$ cat src/rtl/vltc_pkg.sv
// ----------------------------------------------------------------------------
// Vehicle light timer controller package
// Sample and result types, register map and register reset values.
// ----------------------------------------------------------------------------
package vltc_pkg;

  localparam int CFG_W     = 16;
  localparam int CFG_IDX_W = 3;

  // Register map
  localparam logic [CFG_IDX_W-1:0] REG_BLINK_WINDOW  = 3'd0;
  localparam logic [CFG_IDX_W-1:0] REG_FOLLOW_ONE    = 3'd1;
  localparam logic [CFG_IDX_W-1:0] REG_FOLLOW_TWO    = 3'd2;
  localparam logic [CFG_IDX_W-1:0] REG_POST_IGNITION = 3'd3;
  localparam logic [CFG_IDX_W-1:0] REG_RELAY_MIN     = 3'd4;
  localparam logic [CFG_IDX_W-1:0] REG_SIGNAL_IDLE   = 3'd5;

  // Register reset values
  localparam logic [CFG_W-1:0] BLINK_WINDOW_RST  = 16'd1200;
  localparam logic [CFG_W-1:0] FOLLOW_ONE_RST    = 16'd5000;
  localparam logic [CFG_W-1:0] FOLLOW_TWO_RST    = 16'd6000;
  localparam logic [CFG_W-1:0] POST_IGNITION_RST = 16'd7000;
  localparam logic [CFG_W-1:0] RELAY_MIN_RST     = 16'd2500;
  localparam logic [CFG_W-1:0] SIGNAL_IDLE_RST   = 16'd3000;

  // Pulse counter saturation value and the pulse counts that are judged
  localparam logic [1:0] PULSE_MAX = 2'd3;
  localparam logic [1:0] PULSE_ONE = 2'd1;
  localparam logic [1:0] PULSE_TWO = 2'd2;

  typedef struct packed {
    logic        ignition_on;
    logic        signal_on;
    logic [31:0] now_ms;
  } vltc_in_t;

  typedef struct packed {
    logic headlight_on;
    logic relay_on;
    logic follow_active;
    logic post_active;
  } vltc_out_t;

endpackage

$ cat src/rtl/vehicle_light_timer_controller.sv
// ----------------------------------------------------------------------------
// Vehicle light timer controller
// Headlight hold, follow-me and turn-signal relay timing from sampled inputs.
// ----------------------------------------------------------------------------
// One sample is accepted per clock while in_stall is low. Each transaction
// lands in an input register, one pass of compare-and-update logic works it
// against the timer state, and the result is written to the output register
// together with the new state, so the throughput is one transaction per cycle
// unless out_stall holds the result register. The output register parts the
// two channels: a new sample is taken while a finished result still waits, and
// in_stall rises only when both registers are full and out_stall is high.
// Elapsed times are taken modulo 2^TIME_BITS. Configuration registers may be
// written at any time the block is idle; they reset to their nominal values.
module vehicle_light_timer_controller
  import vltc_pkg::*;
#(
  parameter int TIME_BITS = 32
) (
  input  logic                 clk,
  input  logic                 rst,
  // sample channel
  input  logic                 in_valid,
  output logic                 in_stall,
  input  vltc_in_t             in_data,
  // result channel
  output logic                 out_valid,
  input  logic                 out_stall,
  output vltc_out_t            out_data,
  // configuration write port
  input  logic                 cfg_write,
  input  logic [CFG_IDX_W-1:0] cfg_index,
  input  logic [CFG_W-1:0]     cfg_data
);

  typedef logic [TIME_BITS-1:0] time_t;

  // --------------------------------------------------------------------------
  // Configuration registers
  // --------------------------------------------------------------------------
  logic [CFG_W-1:0] blink_window;
  logic [CFG_W-1:0] follow_one;
  logic [CFG_W-1:0] follow_two;
  logic [CFG_W-1:0] post_ignition;
  logic [CFG_W-1:0] relay_min;
  logic [CFG_W-1:0] signal_idle;

  always_ff @(posedge clk) begin
    if (rst) begin
      blink_window  <= BLINK_WINDOW_RST;
      follow_one    <= FOLLOW_ONE_RST;
      follow_two    <= FOLLOW_TWO_RST;
      post_ignition <= POST_IGNITION_RST;
      relay_min     <= RELAY_MIN_RST;
      signal_idle   <= SIGNAL_IDLE_RST;
    end else if (cfg_write) begin
      // Indexes past the register map are dropped.
      case (cfg_index)
        REG_BLINK_WINDOW:  blink_window  <= cfg_data;
        REG_FOLLOW_ONE:    follow_one    <= cfg_data;
        REG_FOLLOW_TWO:    follow_two    <= cfg_data;
        REG_POST_IGNITION: post_ignition <= cfg_data;
        REG_RELAY_MIN:     relay_min     <= cfg_data;
        REG_SIGNAL_IDLE:   signal_idle   <= cfg_data;
        default: ;
      endcase
    end
  end

  // --------------------------------------------------------------------------
  // Input register and pipeline control
  // --------------------------------------------------------------------------
  logic     smp_valid;
  vltc_in_t smp;
  logic     advance;

  // Move the held sample into the result register whenever that register is
  // empty or being emptied this cycle.
  assign advance  = smp_valid && (!out_valid || !out_stall);
  assign in_stall = smp_valid && !advance;

  always_ff @(posedge clk) begin
    if (rst) begin
      smp_valid <= 1'b0;
    end else if (!in_stall) begin
      smp_valid <= in_valid;
    end
  end

  always_ff @(posedge clk) begin
    if (in_valid && !in_stall) begin
      smp <= in_data;
    end
  end

  // --------------------------------------------------------------------------
  // Timer state
  // --------------------------------------------------------------------------
  logic             prev_ignition,    prev_ignition_next;
  logic             prev_signal,      prev_signal_next;
  logic             post_running,     post_running_next;
  time_t            post_start,       post_start_next;
  logic             follow_running,   follow_running_next;
  time_t            follow_start,     follow_start_next;
  logic [CFG_W-1:0] follow_length,    follow_length_next;
  logic [1:0]       pulse_count,      pulse_count_next;
  time_t            last_pulse_time,  last_pulse_time_next;
  logic             relay_latched,    relay_latched_next;
  time_t            relay_start,      relay_start_next;
  time_t            last_signal_time, last_signal_time_next;

  logic  ign;
  logic  sig;
  time_t now;
  logic  sig_edge;

  assign ign      = smp.ignition_on;
  assign sig      = smp.signal_on;
  assign now      = TIME_BITS'(smp.now_ms);
  assign sig_edge = sig && !prev_signal;

  // One pass of the update rules, in the order they take effect.
  always_comb begin
    prev_ignition_next    = ign;
    prev_signal_next      = sig;
    post_running_next     = post_running;
    post_start_next       = post_start;
    follow_running_next   = follow_running;
    follow_start_next     = follow_start;
    follow_length_next    = follow_length;
    pulse_count_next      = pulse_count;
    last_pulse_time_next  = last_pulse_time;
    relay_latched_next    = relay_latched;
    relay_start_next      = relay_start;
    last_signal_time_next = last_signal_time;

    // Ignition on: drop both headlight timers.
    if (ign && !prev_ignition) begin
      follow_running_next = 1'b0;
      post_running_next   = 1'b0;
      follow_length_next  = '0;
    end
    // Ignition off: start the post-ignition hold.
    if (!ign && prev_ignition) begin
      post_start_next   = now;
      post_running_next = 1'b1;
    end
    if (post_running_next &&
        (time_t'(now - post_start_next) >= TIME_BITS'(post_ignition))) begin
      post_running_next = 1'b0;
    end

    if (!ign) begin
      // Count signal pulses, saturating.
      if (sig_edge) begin
        if (pulse_count_next != PULSE_MAX) begin
          pulse_count_next = pulse_count_next + 2'd1;
        end
        last_pulse_time_next = now;
      end
      // Judge the count once the window has gone quiet.
      if ((pulse_count_next != '0) &&
          (time_t'(now - last_pulse_time_next) > TIME_BITS'(blink_window))) begin
        unique case (pulse_count_next)
          PULSE_ONE: follow_length_next = follow_one;
          PULSE_TWO: follow_length_next = follow_two;
          default:   follow_length_next = '0;
        endcase
        if (follow_length_next != '0) begin
          follow_running_next = 1'b1;
          follow_start_next   = now;
        end
        pulse_count_next = '0;
      end
      if (follow_running_next &&
          (time_t'(now - follow_start_next) >= TIME_BITS'(follow_length_next))) begin
        follow_running_next = 1'b0;
        follow_length_next  = '0;
      end
    end

    // Relay: latch on an edge, refresh activity time on every edge.
    if (sig_edge) begin
      last_signal_time_next = now;
      if (!relay_latched_next) begin
        relay_latched_next = 1'b1;
        relay_start_next   = now;
      end
    end
    if (relay_latched_next &&
        (time_t'(now - relay_start_next) >= TIME_BITS'(relay_min)) &&
        (time_t'(now - last_signal_time_next) >= TIME_BITS'(signal_idle))) begin
      relay_latched_next = 1'b0;
    end
  end

  always_ff @(posedge clk) begin
    if (rst) begin
      prev_ignition    <= 1'b0;
      prev_signal      <= 1'b0;
      post_running     <= 1'b0;
      post_start       <= '0;
      follow_running   <= 1'b0;
      follow_start     <= '0;
      follow_length    <= '0;
      pulse_count      <= '0;
      last_pulse_time  <= '0;
      relay_latched    <= 1'b0;
      relay_start      <= '0;
      last_signal_time <= '0;
    end else if (advance) begin
      prev_ignition    <= prev_ignition_next;
      prev_signal      <= prev_signal_next;
      post_running     <= post_running_next;
      post_start       <= post_start_next;
      follow_running   <= follow_running_next;
      follow_start     <= follow_start_next;
      follow_length    <= follow_length_next;
      pulse_count      <= pulse_count_next;
      last_pulse_time  <= last_pulse_time_next;
      relay_latched    <= relay_latched_next;
      relay_start      <= relay_start_next;
      last_signal_time <= last_signal_time_next;
    end
  end

  // --------------------------------------------------------------------------
  // Result register
  // --------------------------------------------------------------------------
  always_ff @(posedge clk) begin
    if (rst) begin
      out_valid <= 1'b0;
    end else if (!out_valid || !out_stall) begin
      out_valid <= smp_valid;
    end
  end

  always_ff @(posedge clk) begin
    if (advance) begin
      out_data.headlight_on  <= ign || follow_running_next || post_running_next;
      out_data.relay_on      <= relay_latched_next;
      out_data.follow_active <= follow_running_next;
      out_data.post_active   <= post_running_next;
    end
  end

  // --------------------------------------------------------------------------
  // Assertions
  // --------------------------------------------------------------------------
  // Any running headlight timer must show as a lit headlight.
  a_headlight_covers_timers: assert property (@(posedge clk) disable iff (rst)
    out_valid && (out_data.follow_active || out_data.post_active)
      |-> out_data.headlight_on)
    else $error("headlight off while a timer runs");

  // A running follow-me timer always has a nonzero length behind it.
  a_follow_has_length: assert property (@(posedge clk) disable iff (rst)
    follow_running |-> (follow_length != '0))
    else $error("follow-me running with zero length");

  // Timer state moves only when a transaction is worked.
  a_state_only_on_advance: assert property (@(posedge clk) disable iff (rst)
    !advance |=> $stable(pulse_count) && $stable(relay_latched)
      && $stable(follow_running) && $stable(post_running))
    else $error("timer state changed without a transaction");

endmodule
$ cat config.mk
export PLATFORM = sky130hd
export DESIGN_NAME = vehicle_light_timer_controller
export DESIGN_NICKNAME = d
export VERILOG_FILES = /design/src/rtl/vltc_pkg.sv /design/src/rtl/vehicle_light_timer_controller.sv
export SDC_FILE = /design/constraint.sdc
export NUM_CORES = 1
export LEC_CHECK = 0
export ABC_AREA = 1
export BUFFER_PORTS_ARGS = -buffer_cell sky130_fd_sc_hd__buf_2
export CAP_MARGIN = 20
export CORE_UTILIZATION = 50
export CTS_CLUSTER_SIZE = 14
export DETAILED_ROUTE_END_ITERATION = 10
export PLACE_DENSITY = 0.69
export SETUP_SLACK_MARGIN = 0.5
export SYNTH_ARGS = -nofsm -noshare
export SYNTH_HDL_FRONTEND = slang
export SYNTH_SLANG_ARGS = --single-unit
$ cat constraint.sdc
create_clock -name clk -period 10.6 [get_ports clk]
set_clock_uncertainty 0.15 [all_clocks]
set_input_delay 0.53 -clock clk [delete_from_list [all_inputs] [get_ports clk]]
set_output_delay 0.53 -clock clk [all_outputs]
set_load 0.02 [all_outputs]
==> impl_results.md <==
- Routed Antenna Nets: 0
- Transition time at the pin with the least slew margin: 1.15 ns
- Fillers: 4660
- Routed wire length per instance: 16.3 um
- Remaining design rule violation count: 0
- Accumulated negative setup slack: 0 ns
- Power per unit of standard cell area: 158 nW/um2
- FF+latch count, synth: 319
- I/O pin count: 64
- Initial antenna violation count: 0
- FP Rows: 79
- Overall power: 4.16 mW
- # Max-Cap Violations: 0
- Overall routing resource usage: 27.3%
- Synth warn: 0
- Total setup buffers inserted after CTS: 0
- Largest vdd supply drop: 192 uV
- Number of different library cells in the post-synthesis netlist: 59
- Vertical die dimension: 221 um
- Register area share after synthesis: 28.3%
- Min Tclk post-route: 9.00 ns
- Wire length of the first global-routing pass: 108000 um
- Async set-or-reset flop fraction in the synthesized netlist: 0%
- Root buf cell: clkbuf_16
- # clock sinks: 319
- Worst slew margin relative to its limit: 23.0%
- Slowest cell delay on critical path: 0.50 ns
- TritonCTS clock tree: yes
- Post-DP HPWL: 50600 um
- Final hold violations: 0
- TritonCTS Buffers: 39
- Overall die width: 221 um
- Required time of the worst setup path: 10.94 ns
- H-tree depth reported by CTS: 2
- Class of the tightest hold or removal check: in -> reg
- Final instance area: 26400 um2
- Setup violations, final: 0
- Floorplan Core Area: 46900 um2
- Crit path capture type: flop
- Final cycle utilization of the critical path: 84.9%
- Synth-to-Final Area Change: 10.1%
- Run status: completed
- Initial standard-cell utilization of the core: 51.1%
- Crit path top cell by count: nand2_1
- Critical Path Source Type: flop
- Main flop type after synthesis: dfxtp_1
- Endpoint arrival time on the critical path: 9.34 ns
- Number of detailed-route iterations in the first pass: 5
- Final global-route overflow total: 0
- Final slew viol count: 0
- Master of the slowest instance on the critical path: o21ai_0
- Number of instances resized during post-cts repair: 0
- Synthesized area per cell: 6.86 um2
- FF/Latch Area: 6770 um2
- Static Leakage: 12.1 nW
- Post-synthesis instance area: 23900 um2
- Number of port buffers: 63
- Vias per cell: 5.46
- Combined area of the multi-input logic cells: 14800 um2
- Clk pin slew, worst setup/hold paths: 0.06 ns
- Maximum number of pins on one net before global-route repair: 214
- Vias in the first global route: 21104
- Final wirelength: 67900 um
- RSZ-0062 raised after global routing: no
- Weighted congestion reported at the end of routability-driven placement: 0.962
- Maximum frequency from static timing analysis: 111 MHz
- Classification of the worst setup path: reg -> reg
- Post-Synthesis Net Count: 3780
- Net count reported at finish: 3824
- Worst-path maximum fanout: 64
- Total die area: 48800 um2
- Area after DPL: 24800 um2
- Number of violations reported at the end of detailed-routing iteration 0: 1511
- Clock insertion delay at the later pin of the skew report: 0.56 ns
- Longest Clk Path Bufs: 3
- Total via count in the routed design: 22770
- Count of flip-flops with a built-in enable after synthesis: 38
- Synthesized netlist cell count: 3491
- Share of layout cells above drive strength 1: 7.24%
## worst max-delay path: cells and delay by family, from the launching register on
kind | cells | cell delay, ns
buffers and inverters | 9 | 1.28
XOR/XNOR | 2 | 0.25
flip-flops | 1 | 0.40
adder cells (fa/ha/maj) | 4 | 1.08
AO/OA/AOI/OAI | 10 | 1.88
AND/OR/NAND/NOR | 32 | 3.85
## layer usage
layer / up-vias / global-route usage, % / part of all wire [%] / routed length [um]
met1: 10342 / 35.1 / 45 / 30700
met2: 510 / 45.7 / 46 / 31100
li1: 11819 / - / - / -
met5: - / 0 / 0 / 0
met4: 0 / 8.68 / 2.7 / 1830
met3: 99 / 5.36 / 6.3 / 4300
## stage by stage
step                      utilization [%]  setup slack (ns)  hold slack (ns)  std cells
after detailed placement             52.8              1.67            0.292       4065
after floorplan                         -              2.29            0.279       3491
after global routing                 56.2             0.512           0.0261       4170
final                                56.2              1.60           0.0356       4171
after global placement               52.8              1.96            0.288       4065
after CTS                            56.2              1.64           0.0213       4167
## area by class of cell
| cell class | count | area share [%] |
|---|---|---|
| Multi-Input combinational cell | 2547 | 56.2 |
| Tap cell | 607 | 2.88 |
| Timing Repair Buffer | 122 | 3.31 |
| Clock inverter | 21 | 0.631 |
| Inverter | 506 | 7.23 |
| Clock buffer | 48 | 4.02 |
| Sequential cell | 319 | 25.7 |
| Antenna cell | 1 | 0.00950 |
## synth_stat cells (all sizes together) (33+ instances only)
master	count	area share (%)
edfxtp	38	4.8
inv	503	7.9
a21oi	352	7.5
ha	227	12
o22ai	48	1.3
o21ai	363	7.6
xnor2	33	1.2
nand3	142	3.5
nor2	257	4.2
o211ai	51	1.6
nor3	42	0.88
clkbuf	105	1.6
nand2	724	12
mux2i	49	2.0
xor2	64	2.3
dfxtp	281	23
nand4	40	1.0
## kinds of logic (layout without fill, tap and decap cells)
| kind of cell | after synthesis | after routing | synth area share, % |
|---|---|---|---|
| other | 0 | 1 | 0 |
| muxes | 49 | 49 | 2.05 |
| and+or+nand+nor | 1244 | 1244 | 22.5 |
| adders and majority gates | 231 | 231 | 12.2 |
| DFF | 319 | 319 | 28.3 |
| AOI/OAI and AO/OA | 926 | 926 | 21.5 |
| buffers and inverters | 625 | 697 | 9.99 |
| xor gates and xnor gates | 97 | 97 | 3.55 |
## report_power, final
part           switching (mW)  total [mW]  internal (mW)  leakage (nW)
registers              0.0514        1.34           1.29          2.67
logic                   0.955        1.52          0.562          8.86
clock network           0.547        1.31          0.759         0.609
total                    1.55        4.16           2.61          12.1
## placed cells by master (no fill, tap or decap), types with 33 or more instances in the layout
| cell type | count |
|---|---|
| ha_1 | 227 |
| o211ai_1 | 51 |
| nand4_1 | 40 |
| nor2_1 | 242 |
| inv_1 | 489 |
| nor3_1 | 42 |
| buf_2 | 63 |
| nand2_1 | 693 |
| dlygate4sd3_1 | 33 |
| o21ai_0 | 351 |
| xor2_1 | 64 |
| a21oi_1 | 342 |
| dfxtp_1 | 281 |
| o22ai_1 | 48 |
| nand3_1 | 119 |
| clkbuf_16 | 39 |
| xnor2_1 | 33 |
| mux2i_1 | 49 |
| edfxtp_1 | 38 |
## path summary, 6_finish.rpt
path / cells after the start / slack [ns] / startpoint / to
max: 57 / 1.60 / prev_signal_next$_DFFE_PP_ / follow_length[3]$_SDFFE_PP0P_
min: 1 / 0.04 / in_data[0] / now[0]$_DFFE_PP_
max reg2reg: 57 / 1.60 / prev_signal_next$_DFFE_PP_ / follow_length[3]$_SDFFE_PP0P_
min reg2reg: 2 / 0.31 / follow_one[8]$_SDFFE_PP1P_ / follow_one[8]$_SDFFE_PP1P_
## sequential cells by signal, indices dropped and copies added, names as in the netlist, 32 cells and up
register	flops
follow_start	32
last_pulse_time	32
last_signal_time	32
now	32
post_start	32
relay_start	32
## what timing repair did
action | CTS | global route
hold buffers | 33 | 0
endpoints found under the hold margin | 33 | 0
endpoints found under the setup margin | 0 | 0
Note: power is estimated with default switching activity, not from simulation.
